--- config.mk ---
export PLATFORM = sky130hd
export DESIGN_NAME = wlan_frame_statistics_monitor
export DESIGN_NICKNAME = d
export VERILOG_FILES = /design/src/rtl/wfsm_pkg.sv /design/src/rtl/wlan_frame_statistics_monitor.sv
export VERILOG_INCLUDE_DIRS = /design/src /design/src/rtl
export SDC_FILE = /design/constraint.sdc
export NUM_CORES = 2
export LEC_CHECK = 0
export ABC_CLOCK_PERIOD_IN_PS = 14480
export BUFFER_PORTS_ARGS = -buffer_cell sky130_fd_sc_hd__buf_4
export CAP_MARGIN = 20
export CORE_MARGIN = 5
export CORE_UTILIZATION = 60
export DETAILED_ROUTE_END_ITERATION = 12
export PLACE_DENSITY = 0.79
export SLEW_MARGIN = 25
export SYNTH_ARGS = -nofsm -noshare
export SYNTH_HDL_FRONTEND = slang
export SYNTH_SLANG_ARGS = --single-unit
--- constraint.sdc ---
create_clock -name i_clk -period 14.48 [get_ports i_clk]
set_input_delay 2.896 -clock i_clk [delete_from_list [all_inputs] [get_ports i_clk]]
set_output_delay 2.896 -clock i_clk [all_outputs]
set_load 0.03 [all_outputs]
--- src/rtl/assert_macros.svh ---
// Assertion helper macros for the frame statistics monitor RTL.
// Depends on a clock named i_clk and an active-low reset named i_rst_n.
`ifndef ASSERT_MACROS_SVH
`define ASSERT_MACROS_SVH

// checked only outside reset
`define ASSERT_CLK(lbl, prop, msg) \
    lbl: assert property (@(posedge i_clk) disable iff (!i_rst_n) (prop)) else $error(msg);

// checked on every edge, reset included
`define ASSERT_ALWAYS(lbl, prop, msg) \
    lbl: assert property (@(posedge i_clk) (prop)) else $error(msg);

`endif

--- src/rtl/wfsm_pkg.sv ---
// Shared constants for the WLAN frame statistics monitor.
// No dependencies.
`default_nettype none

package wfsm_pkg;

    localparam int HISTORY_DEPTH_DEF = 128;

    localparam logic [15:0] INTERVAL_RST = 16'd250;
    localparam logic [15:0] FLOOR_RST    = 16'd10;

    localparam logic       REG_INTERVAL = 1'b0;
    localparam logic       REG_FLOOR    = 1'b1;

    localparam logic [1:0] KIND_FRAME = 2'd0;
    localparam logic [1:0] KIND_TICK  = 2'd1;
    localparam logic [1:0] KIND_CLEAR = 2'd2;

    localparam logic [1:0] CLASS_MGMT = 2'd0;
    localparam logic [1:0] CLASS_CTRL = 2'd1;
    localparam logic [1:0] CLASS_DATA = 2'd2;

    localparam logic [7:0] SUBTYPE_MASK = 8'hF0;
    localparam logic [7:0] SUB_DEAUTH   = 8'hC0;
    localparam logic [7:0] SUB_DISASSOC = 8'hA0;

    localparam logic [9:0]  RATE_MULT = 10'd1000;
    localparam logic [15:0] RATE_SAT  = 16'hFFFF;

    localparam logic [7:0] MEAN_NONE = 8'h81;  // -127
    localparam logic [7:0] MEAN_MIN  = 8'h80;  // -128
    localparam logic [7:0] MEAN_MAX  = 8'h7F;  // 127

endpackage

`default_nettype wire

--- src/rtl/wlan_frame_statistics_monitor.sv ---
// Frame statistics monitor: counters, sample rate/mean dividers, rate history memory.
// Depends on wfsm_pkg and assert_macros.svh.
// Sequence: frame, clear and non-sampling tick words pass through S_EXEC and S_DONE to the
//   output register; a sampling tick adds S_MUL, S_PREP, 16 divider steps and S_WRITE,
//   then one history memory read per entry (S_WALK, S_WTAIL) to rebuild the peak.
// Flow: one item in flight at a time; a new word is accepted only in S_IDLE.
// Reset: synchronous, active low; counters zero, mean -127, history empty, registers 250/10.
`default_nettype none
`include "assert_macros.svh"

module wlan_frame_statistics_monitor #(
    parameter int HISTORY_DEPTH = wfsm_pkg::HISTORY_DEPTH_DEF
) (
    input  wire logic              i_clk,
    input  wire logic              i_rst_n,
    input  wire logic              i_cfg_we,
    input  wire logic              i_cfg_idx,
    input  wire logic [15:0]       i_cfg_data,
    input  wire logic              i_valid,
    output logic                   o_ready,
    input  wire logic [1:0]        i_kind,
    input  wire logic [31:0]       i_now_ms,
    input  wire logic [1:0]        i_frame_class,
    input  wire logic [7:0]        i_frame_first_byte,
    input  wire logic [11:0]       i_frame_length,
    input  wire logic signed [7:0] i_frame_rssi,
    output logic                   o_valid,
    input  wire logic              i_ready,
    output logic [31:0]            o_total_frames,
    output logic [31:0]            o_mgmt_frames,
    output logic [31:0]            o_ctrl_frames,
    output logic [31:0]            o_payload_frames,
    output logic [31:0]            o_deauth_frames,
    output logic [15:0]            o_frames_per_second,
    output logic signed [7:0]      o_mean_rssi,
    output logic [15:0]            o_history_peak,
    output logic                   o_sample_taken
);
    import wfsm_pkg::*;

    localparam int AW     = (HISTORY_DEPTH > 1) ? $clog2(HISTORY_DEPTH) : 1;
    localparam int FILL_W = AW + 1;

    localparam logic [3:0] S_IDLE  = 4'd0;
    localparam logic [3:0] S_EXEC  = 4'd1;
    localparam logic [3:0] S_MUL   = 4'd2;
    localparam logic [3:0] S_PREP  = 4'd3;
    localparam logic [3:0] S_DIV   = 4'd4;
    localparam logic [3:0] S_WRITE = 4'd5;
    localparam logic [3:0] S_WALK  = 4'd6;
    localparam logic [3:0] S_WTAIL = 4'd7;
    localparam logic [3:0] S_DONE  = 4'd8;

    logic [3:0]  r_state;
    logic [15:0] r_interval, r_floor;

    logic [31:0] r_cnt_total, r_cnt_mgmt, r_cnt_ctrl, r_cnt_payload, r_cnt_deauth;
    logic [47:0] r_rssi_acc;
    logic [31:0] r_rssi_frames, r_last_time, r_total_at_last;
    logic [15:0] r_rate;
    logic [7:0]  r_mean;
    logic [15:0] r_hist_max;
    logic [AW-1:0]     r_wptr, r_waddr;
    logic [FILL_W-1:0] r_fill;
    logic [3:0]  r_step;
    logic        r_sampled;

    // item and datapath registers
    logic [1:0]  r_kind, r_cls;
    logic [31:0] r_now;
    logic [7:0]  r_first, r_rssi;
    logic [11:0] r_len;
    logic [31:0] r_elapsed, r_delta;
    logic [41:0] r_prod;
    logic [47:0] r_mag;
    logic        r_neg, r_has, r_rsat, r_msat;
    logic [31:0] r_rrem, r_mrem;
    logic [15:0] r_rlo, r_rq;
    logic [7:0]  r_mlo, r_mq;

    logic [15:0] r_hist_mem [HISTORY_DEPTH];
    logic [15:0] r_rd_data;
    logic        r_rd_ok;

    logic [15:0] w_interval;
    logic [31:0] w_elapsed;
    logic [32:0] w_rtry, w_mtry, w_rsub, w_msub;
    logic        w_rge, w_mge;
    logic [15:0] w_rate;
    logic [7:0]  w_mean;
    logic [47:0] w_rssi_ext;
    logic        w_mem_we;

    assign o_ready    = (r_state == S_IDLE);
    assign w_interval = (r_interval == 16'd0) ? 16'd1 : r_interval;
    assign w_elapsed  = r_now - r_last_time;
    assign w_rssi_ext = {{40{r_rssi[7]}}, r_rssi};
    assign w_mem_we   = (r_state == S_WRITE);

    assign w_rtry = {r_rrem, r_rlo[15]};
    assign w_rsub = w_rtry - {1'b0, r_elapsed};
    assign w_rge  = (w_rtry >= {1'b0, r_elapsed});
    assign w_mtry = {r_mrem, r_mlo[7]};
    assign w_msub = w_mtry - {1'b0, r_rssi_frames};
    assign w_mge  = (w_mtry >= {1'b0, r_rssi_frames});

    assign w_rate = r_rsat ? RATE_SAT : r_rq;

    always_comb begin
        if (!r_has) begin
            w_mean = MEAN_NONE;
        end else if (r_msat) begin
            w_mean = r_neg ? MEAN_MIN : MEAN_MAX;
        end else if (r_neg) begin
            w_mean = (r_mq > 8'd128) ? MEAN_MIN : (~r_mq + 8'd1);
        end else begin
            w_mean = (r_mq > 8'd127) ? MEAN_MAX : r_mq;
        end
    end

    always_ff @(posedge i_clk) begin
        if (!i_rst_n) begin
            r_state         <= S_IDLE;
            r_interval      <= INTERVAL_RST;
            r_floor         <= FLOOR_RST;
            r_cnt_total     <= '0;
            r_cnt_mgmt      <= '0;
            r_cnt_ctrl      <= '0;
            r_cnt_payload   <= '0;
            r_cnt_deauth    <= '0;
            r_rssi_acc      <= '0;
            r_rssi_frames   <= '0;
            r_last_time     <= '0;
            r_total_at_last <= '0;
            r_rate          <= '0;
            r_mean          <= MEAN_NONE;
            r_hist_max      <= '0;
            r_wptr          <= '0;
            r_waddr         <= '0;
            r_fill          <= '0;
            r_step          <= '0;
            r_sampled       <= 1'b0;
            o_valid         <= 1'b0;
        end else begin
            if (i_cfg_we) begin
                unique case (i_cfg_idx)
                    REG_INTERVAL: r_interval <= i_cfg_data;
                    REG_FLOOR:    r_floor    <= i_cfg_data;
                endcase
            end
            if (o_valid && i_ready && r_state != S_DONE) begin
                o_valid <= 1'b0;
            end

            unique case (r_state)
                S_IDLE: begin
                    if (i_valid) begin
                        r_state <= S_EXEC;
                    end
                end
                S_EXEC: begin
                    r_sampled <= 1'b0;
                    r_state   <= S_DONE;
                    unique case (r_kind)
                        KIND_FRAME: begin
                            if (r_len != 12'd0) begin
                                r_cnt_total   <= r_cnt_total + 32'd1;
                                r_rssi_acc    <= r_rssi_acc + w_rssi_ext;
                                r_rssi_frames <= r_rssi_frames + 32'd1;
                                unique case (r_cls)
                                    CLASS_MGMT: begin
                                        r_cnt_mgmt <= r_cnt_mgmt + 32'd1;
                                        if ((r_first & SUBTYPE_MASK) == SUB_DEAUTH ||
                                            (r_first & SUBTYPE_MASK) == SUB_DISASSOC) begin
                                            r_cnt_deauth <= r_cnt_deauth + 32'd1;
                                        end
                                    end
                                    CLASS_CTRL: r_cnt_ctrl    <= r_cnt_ctrl + 32'd1;
                                    CLASS_DATA: r_cnt_payload <= r_cnt_payload + 32'd1;
                                    default: ;
                                endcase
                            end
                        end
                        KIND_TICK: begin
                            if (w_elapsed >= {16'd0, w_interval}) begin
                                r_state <= S_MUL;
                            end
                        end
                        KIND_CLEAR: begin
                            r_cnt_total     <= '0;
                            r_cnt_mgmt      <= '0;
                            r_cnt_ctrl      <= '0;
                            r_cnt_payload   <= '0;
                            r_cnt_deauth    <= '0;
                            r_rssi_acc      <= '0;
                            r_rssi_frames   <= '0;
                            r_last_time     <= r_now;
                            r_total_at_last <= '0;
                            r_rate          <= '0;
                            r_mean          <= MEAN_NONE;
                            r_hist_max      <= '0;
                            r_wptr          <= '0;
                            r_fill          <= '0;
                        end
                        default: ;
                    endcase
                end
                S_MUL: begin
                    r_state <= S_PREP;
                end
                S_PREP: begin
                    r_step  <= '0;
                    r_state <= S_DIV;
                end
                S_DIV: begin
                    r_step <= r_step + 4'd1;
                    if (r_step == 4'd15) begin
                        r_state <= S_WRITE;
                    end
                end
                S_WRITE: begin
                    r_rate          <= w_rate;
                    r_mean          <= w_mean;
                    r_total_at_last <= r_cnt_total;
                    r_last_time     <= r_now;
                    r_sampled       <= 1'b1;
                    r_hist_max      <= '0;
                    r_waddr         <= '0;
                    r_wptr <= (r_wptr == AW'(HISTORY_DEPTH - 1)) ? '0 : r_wptr + AW'(1);
                    if (r_fill != FILL_W'(HISTORY_DEPTH)) begin
                        r_fill <= r_fill + FILL_W'(1);
                    end
                    r_state <= S_WALK;
                end
                S_WALK: begin
                    if (r_rd_ok && r_rd_data > r_hist_max) begin
                        r_hist_max <= r_rd_data;
                    end
                    r_waddr <= r_waddr + AW'(1);
                    if (r_waddr == AW'(HISTORY_DEPTH - 1)) begin
                        r_state <= S_WTAIL;
                    end
                end
                S_WTAIL: begin
                    if (r_rd_ok && r_rd_data > r_hist_max) begin
                        r_hist_max <= r_rd_data;
                    end
                    r_state <= S_DONE;
                end
                S_DONE: begin
                    if (!o_valid || i_ready) begin
                        o_valid <= 1'b1;
                        r_state <= S_IDLE;
                    end
                end
                default: r_state <= S_IDLE;
            endcase
        end
    end

    // datapath, no reset
    always_ff @(posedge i_clk) begin
        if (r_state == S_IDLE && i_valid) begin
            r_kind  <= i_kind;
            r_now   <= i_now_ms;
            r_cls   <= i_frame_class;
            r_first <= i_frame_first_byte;
            r_len   <= i_frame_length;
            r_rssi  <= i_frame_rssi;
        end
        if (r_state == S_EXEC) begin
            r_elapsed <= w_elapsed;
            r_delta   <= r_cnt_total - r_total_at_last;
            r_neg     <= r_rssi_acc[47];
            r_mag     <= r_rssi_acc[47] ? (~r_rssi_acc + 48'd1) : r_rssi_acc;
            r_has     <= (r_rssi_frames != 32'd0);
        end
        if (r_state == S_MUL) begin
            r_prod <= {10'd0, r_delta} * {32'd0, RATE_MULT};
        end
        if (r_state == S_PREP) begin
            r_rsat <= ({6'd0, r_prod[41:16]} >= r_elapsed);
            r_msat <= (r_mag[47:8] >= {8'd0, r_rssi_frames});
            r_rrem <= {6'd0, r_prod[41:16]};
            r_rlo  <= r_prod[15:0];
            r_mrem <= r_mag[39:8];
            r_mlo  <= r_mag[7:0];
        end
        if (r_state == S_DIV) begin
            r_rrem <= w_rge ? w_rsub[31:0] : w_rtry[31:0];
            r_rlo  <= {r_rlo[14:0], 1'b0};
            r_rq   <= {r_rq[14:0], w_rge};
            if (r_step < 4'd8) begin
                r_mrem <= w_mge ? w_msub[31:0] : w_mtry[31:0];
                r_mlo  <= {r_mlo[6:0], 1'b0};
                r_mq   <= {r_mq[6:0], w_mge};
            end
        end
        if (r_state == S_DONE && (!o_valid || i_ready)) begin
            o_total_frames      <= r_cnt_total;
            o_mgmt_frames       <= r_cnt_mgmt;
            o_ctrl_frames       <= r_cnt_ctrl;
            o_payload_frames    <= r_cnt_payload;
            o_deauth_frames     <= r_cnt_deauth;
            o_frames_per_second <= r_rate;
            o_mean_rssi         <= r_mean;
            o_history_peak      <= (r_hist_max > r_floor) ? r_hist_max : r_floor;
            o_sample_taken      <= r_sampled;
        end
    end

    // rate history: circular buffer, entries at or past the fill count are ignored by the peak walk
    always_ff @(posedge i_clk) begin
        if (w_mem_we) begin
            r_hist_mem[r_wptr] <= w_rate;
        end
        r_rd_data <= r_hist_mem[r_waddr];
        r_rd_ok   <= (r_state == S_WALK) && ({1'b0, r_waddr} < r_fill);
    end

    `ASSERT_CLK(a_fill_bound, r_fill <= FILL_W'(HISTORY_DEPTH), "history fill count overflow")
    `ASSERT_CLK(a_accept_busy, (i_valid && o_ready) |=> (r_state == S_EXEC), "accept not taken")
    `ASSERT_CLK(a_walk_no_write, (r_state == S_WALK || r_state == S_WTAIL) |-> !w_mem_we,
                "history written during peak walk")
    `ASSERT_CLK(a_result_src, $rose(o_valid) |-> $past(r_state == S_DONE),
                "result word without finished item")
    `ASSERT_ALWAYS(a_reset_idle, !i_rst_n |=> (r_state == S_IDLE && !o_valid),
                   "reset did not idle the block")

endmodule

`default_nettype wire

==> run_results.csv <==
group,metric,value,unit
power_and_ir_drop,cellLeakagePower,49.0,nW
place,port-buffer-count,284,
timing,endpoints_failing_setup,0,
grt,globalRouteOverflowTotal,0,
timing,timing.clock.skew,0.0757,ns
synth,synthDistinctLibCells,83,
clocking,cts-root-to-sink-buffers,4,
floorplanning,dieHeight,476,um
timing,achievable-frequency,0.173,GHz
power_and_ir_drop,clockPowerShare,0.411,
critical_path,setup.reg_to_reg.worst_slack,8.70,ns
place,global_placer_s_final_weighted_congestion,0.919,
routing,drc,0,
timing,layout_worst_path_cycle_share,0.399,
routing,first_iter_violations,10100,
timing,worst_slew_pin_slew,1.23,ns
clocking,insertion_delay,0.99,ns
critical_path,path_delay_family,"adder cells",
critical_path,crit-reg2reg-launch,"r_delta[6]$_DFFE_PP_",
critical_path,worst_r2r_path_depth,18,
final_layout,post_route_cells_drive_above_1_share,0.191,
critical_path,crit_required,15.15,ns
critical_path,crit_arrival,6.45,ns
floorplanning,floorplan.die_area,0.227,mm^2
power_and_ir_drop,switchingPower,0.00477,W
timing,hold_viol,0,
power_and_ir_drop,p_sw_frac,0.238,
hold_path,timing.hold.worst_path_depth,0,
hold_path,worst_hold_path_type,"flop to flop",
timing,timing.hold.ws,0.441,ns
critical_path,timing.critical_path.fanout_max,4,
routing,postRouteAntennaNets,0,
grt,grt_max_degree,158,
critical_path,cp_cell_sequence,"inv_1, fa_1, fa_1, fa_1, fa_1, inv_1, ha_1, and3_1, a221o_1, nand4_1, o21ai_0, a41o_1, o21a_1, a41oi_1, a21oi_1, a211o_1, a21oi_1, xnor2_1",
clocking,postCtsResizedCells,0,
routing,drt-pass1-iter-count,8,
synth,ys_dominant_reg_cell,"edfxtp_1",
clocking,clock_tree_from_tritoncts,"built",
synth,synthesis.instances,8322,
floorplanning,die_width,476,um
synth,synth_edf_count,2533,
grt,grt_antenna_before_repair,21,
critical_path,terminus_of_the_critical_flop_to_flop_path,"r_prod[41]$_DFFE_PP_",
critical_path,worst_setup_path_startpoint,"r_delta[6]$_DFFE_PP_",
clocking,cts.repair_timing.setup_buffer_count,0,
floorplanning,fp-row-count,171,
synth,mean_instance_size_in_the_synthesized_netlist,15.7,um^2
place,place.detailed.hpwl,195000,um
clocking,cts.htree.levels,5,
floorplanning,core_region_area,0.217,mm^2
critical_path,slowest_stage,"fa_1",
critical_path,worst_setup_path_start_kind,"flop",
timing,setup_repair_after_global_routing_missed_its_margin,"false",
clocking,cts_made_buffers,310,
synth,syn-num-nets,8915,
synth,syn_area,0.130,mm^2
timing,final_critical_path_setup_slack,8.70,ns
critical_path,critical_path_capture_point_type,"flop",
final_layout,finish.net_count,9328,
clocking,cts_sinks,2998,
place,dp_worst_setup_slack,8.77,ns
critical_path,timing.critical_path.buf_inv,2,
critical_path,crit_path_largest_cell_delay,0.53,ns
timing,setup_total_negative_slack,0,ns
hold_path,hold_path_start,"r_rate[11]$_SDFFE_PN0P_",
routing,wirelength,346000,um
grt,global_route.usage.total,0.296,
power_and_ir_drop,power.combinational.fraction,0.113,
floorplanning,io_pins,289,
power_and_ir_drop,internal_power,0.0152,W
power_and_ir_drop,power.density,136,mW/mm^2
routing,routed-via-count,78000,
power_and_ir_drop,sequentialPowerShare,0.476,
synth,synth.ff_latch_count,2998,
routing,detail_route.wl_per_cell,29.3,um
hold_path,min_delay_worst_endpoint,"o_frames_per_second[11]$_DFFE_PP_",
final_layout,utilization,0.678,
timing,period_minus_slack,5.78,ns
status,outcome,"finished clean",
clocking,clk_transition_reported_paths,0.06,ns
critical_path,critical_path_cell_count,18,
floorplanning,start_util,0.602,
synth,synthArstFlopShare,0,
critical_path,path_class,"flop to flop",
routing,vias_per_cell,6.59,
timing,worst_slew_margin_rel,0.176,
power_and_ir_drop,ir_drop,101,uV
final_layout,fillers,13600,
final_layout,area_growth_synth_to_finish,12.6,%
synth,ys_warn_count,0,
grt,grt_pass1_vias,77700,
clocking,post_cts_hold_buffer_count,0,
grt,grt_first_pass_wirelength,506000,um
timing,timing.final.max_slew_violations,0,
synth,synth_seq_area_share,0.654,
flow_run,cap_viol_max_count,0,
power_and_ir_drop,power.total,0.0200,W
clocking,clock-root-buffer,"clkbuf_16",
critical_path,cpMostUsedCell,"fa_1",
## how the worst max path moves through the flow
stage,endpoint,slack [ns]
floorplan,o_ctrl_frames[0]$_DFFE_PP_,1.86
global placement,r_prod[41]$_DFFE_PP_,8.80
detailed placement,r_prod[41]$_DFFE_PP_,8.77
CTS,r_prod[41]$_DFFE_PP_,8.71
global route,r_prod[41]$_DFFE_PP_,8.36
finish,r_prod[41]$_DFFE_PP_,8.70
## state kept, by name, summed over array words and instances (netlist names), 32 cells and up
register          count
r_elapsed            32
r_cnt_payload        32
r_total_at_last      32
r_cnt_deauth         32
r_cnt_total          32
r_hist_mem         2048
r_prod               39
o_payload_frames     32
o_ctrl_frames        32
r_mrem               32
r_rssi_acc           48
r_cnt_ctrl           32
r_delta              32
r_last_time          32
r_rssi_frames        32
r_mag                48
r_now                32
r_rrem               32
o_total_frames       32
r_cnt_mgmt           32
o_mgmt_frames        32
o_deauth_frames      32
## cell usage after synthesis, types with 22 or more instances
| library cell | instances | area (um^2) |
|---|---|---|
| ha_1 | 384 | 4800 |
| clkbuf_1 | 280 | 1050 |
| nor4_1 | 33 | 206 |
| a211oi_1 | 43 | 323 |
| a21o_1 | 145 | 1090 |
| nor3_1 | 72 | 360 |
| nor2_1 | 640 | 2400 |
| or2_2 | 31 | 194 |
| a22oi_1 | 77 | 578 |
| buf_1 | 64 | 240 |
| nand4_1 | 64 | 400 |
| xor2_1 | 145 | 1270 |
| a21oi_1 | 346 | 1730 |
| nor2b_1 | 77 | 482 |
| xnor2_1 | 225 | 1970 |
| o21ai_0 | 237 | 1190 |
| nand2_1 | 456 | 1710 |
| o31ai_1 | 25 | 188 |
| inv_1 | 419 | 1570 |
| or3_1 | 57 | 357 |
| a31oi_1 | 27 | 169 |
| fa_1 | 123 | 2460 |
| dfxtp_1 | 465 | 9310 |
| nand3_1 | 129 | 646 |
| o21bai_1 | 22 | 165 |
| mux2i_1 | 98 | 981 |
| nand2b_1 | 46 | 288 |
| and3_1 | 61 | 382 |
| o211ai_1 | 22 | 165 |
| o21a_1 | 53 | 398 |
| edfxtp_1 | 2533 | 76100 |
| mux4_2 | 672 | 15100 |
## power groups by stage
stage,combinational (W),clock [W],sequential [W]
detailed placement,0.00221,0,0.00971
floorplan,0.00166,0,0.00973
global placement,0.00216,0,0.00971
finish,0.00225,0.00822,0.00953
CTS,0.00224,0.00826,0.00953
global route,0.00249,0.00869,0.00954
## cell families (layout without fill, tap and decap cells)
group                    Yosys count  after routing  synth area share
AO/OA/AOI/OAI                   1121           1121            0.0544
AND/OR/NAND/NOR                 1767           1767            0.0633
multiplexers                     791            791             0.125
other                              0              8                 0
flip-flops                      2998           2998             0.654
buffers and inverters            768           1413            0.0222
adder cells (fa/ha/maj)          507            507            0.0557
XOR/XNOR                         370            370            0.0248
## layout by cell type (no fill, tap or decap), types with 76 or more instances in the layout
master     synthesis  routed
o21ai_0          237     237
clkbuf_16          0     321
xor2_1           145     145
a22oi_1           77      77
xnor2_1          225     225
fa_1             123     123
inv_1            419     416
nor2_1           640     601
nand3_1          129     129
a21oi_1          346     346
nand2_1          456     455
edfxtp_1        2533    2533
ha_1             384     384
mux4_2           672     672
mux2i_1           98      98
nor2b_1           77      76
buf_4              0     428
a21o_1           145     145
dfxtp_1          465     459
## final cells by class
class                           instances  area [um^2]  share of cell area
Antenna cell                            8         20.0            0.000136
Clock buffer                          395         8410              0.0572
Clock inverter                        149         1820              0.0124
Inverter                              420         1580              0.0108
Multi-Input combinational cell       4556        42600               0.290
Sequential cell                      2998        85400               0.581
Tap cell                             2854         3570              0.0243
Timing Repair Buffer                  449         3550              0.0242
## metrics by stage
stage          instance area, um^2  cells
3_3_place_gp                136000  11300
5_1_grt                     147000  11800
4_1_cts                     147000  11800
3_5_place_dp                136000  11300
2_1_floorplan               130000   8322
6_report                    147000  11800
## metal layers
layer / wire (um) / up-vias / global-route usage / share of wire
li1: - / 32700 / - / -
met1: 123000 / 39300 / 0.386 / 0.36
met2: 169000 / 4939 / 0.485 / 0.49
met3: 36800 / 1016 / 0.0734 / 0.11
met4: 16700 / 30 / 0.118 / 0.048
met5: 208 / - / 0 / 0.00060
No activity file was read; power rests on OpenSTA's default activity.
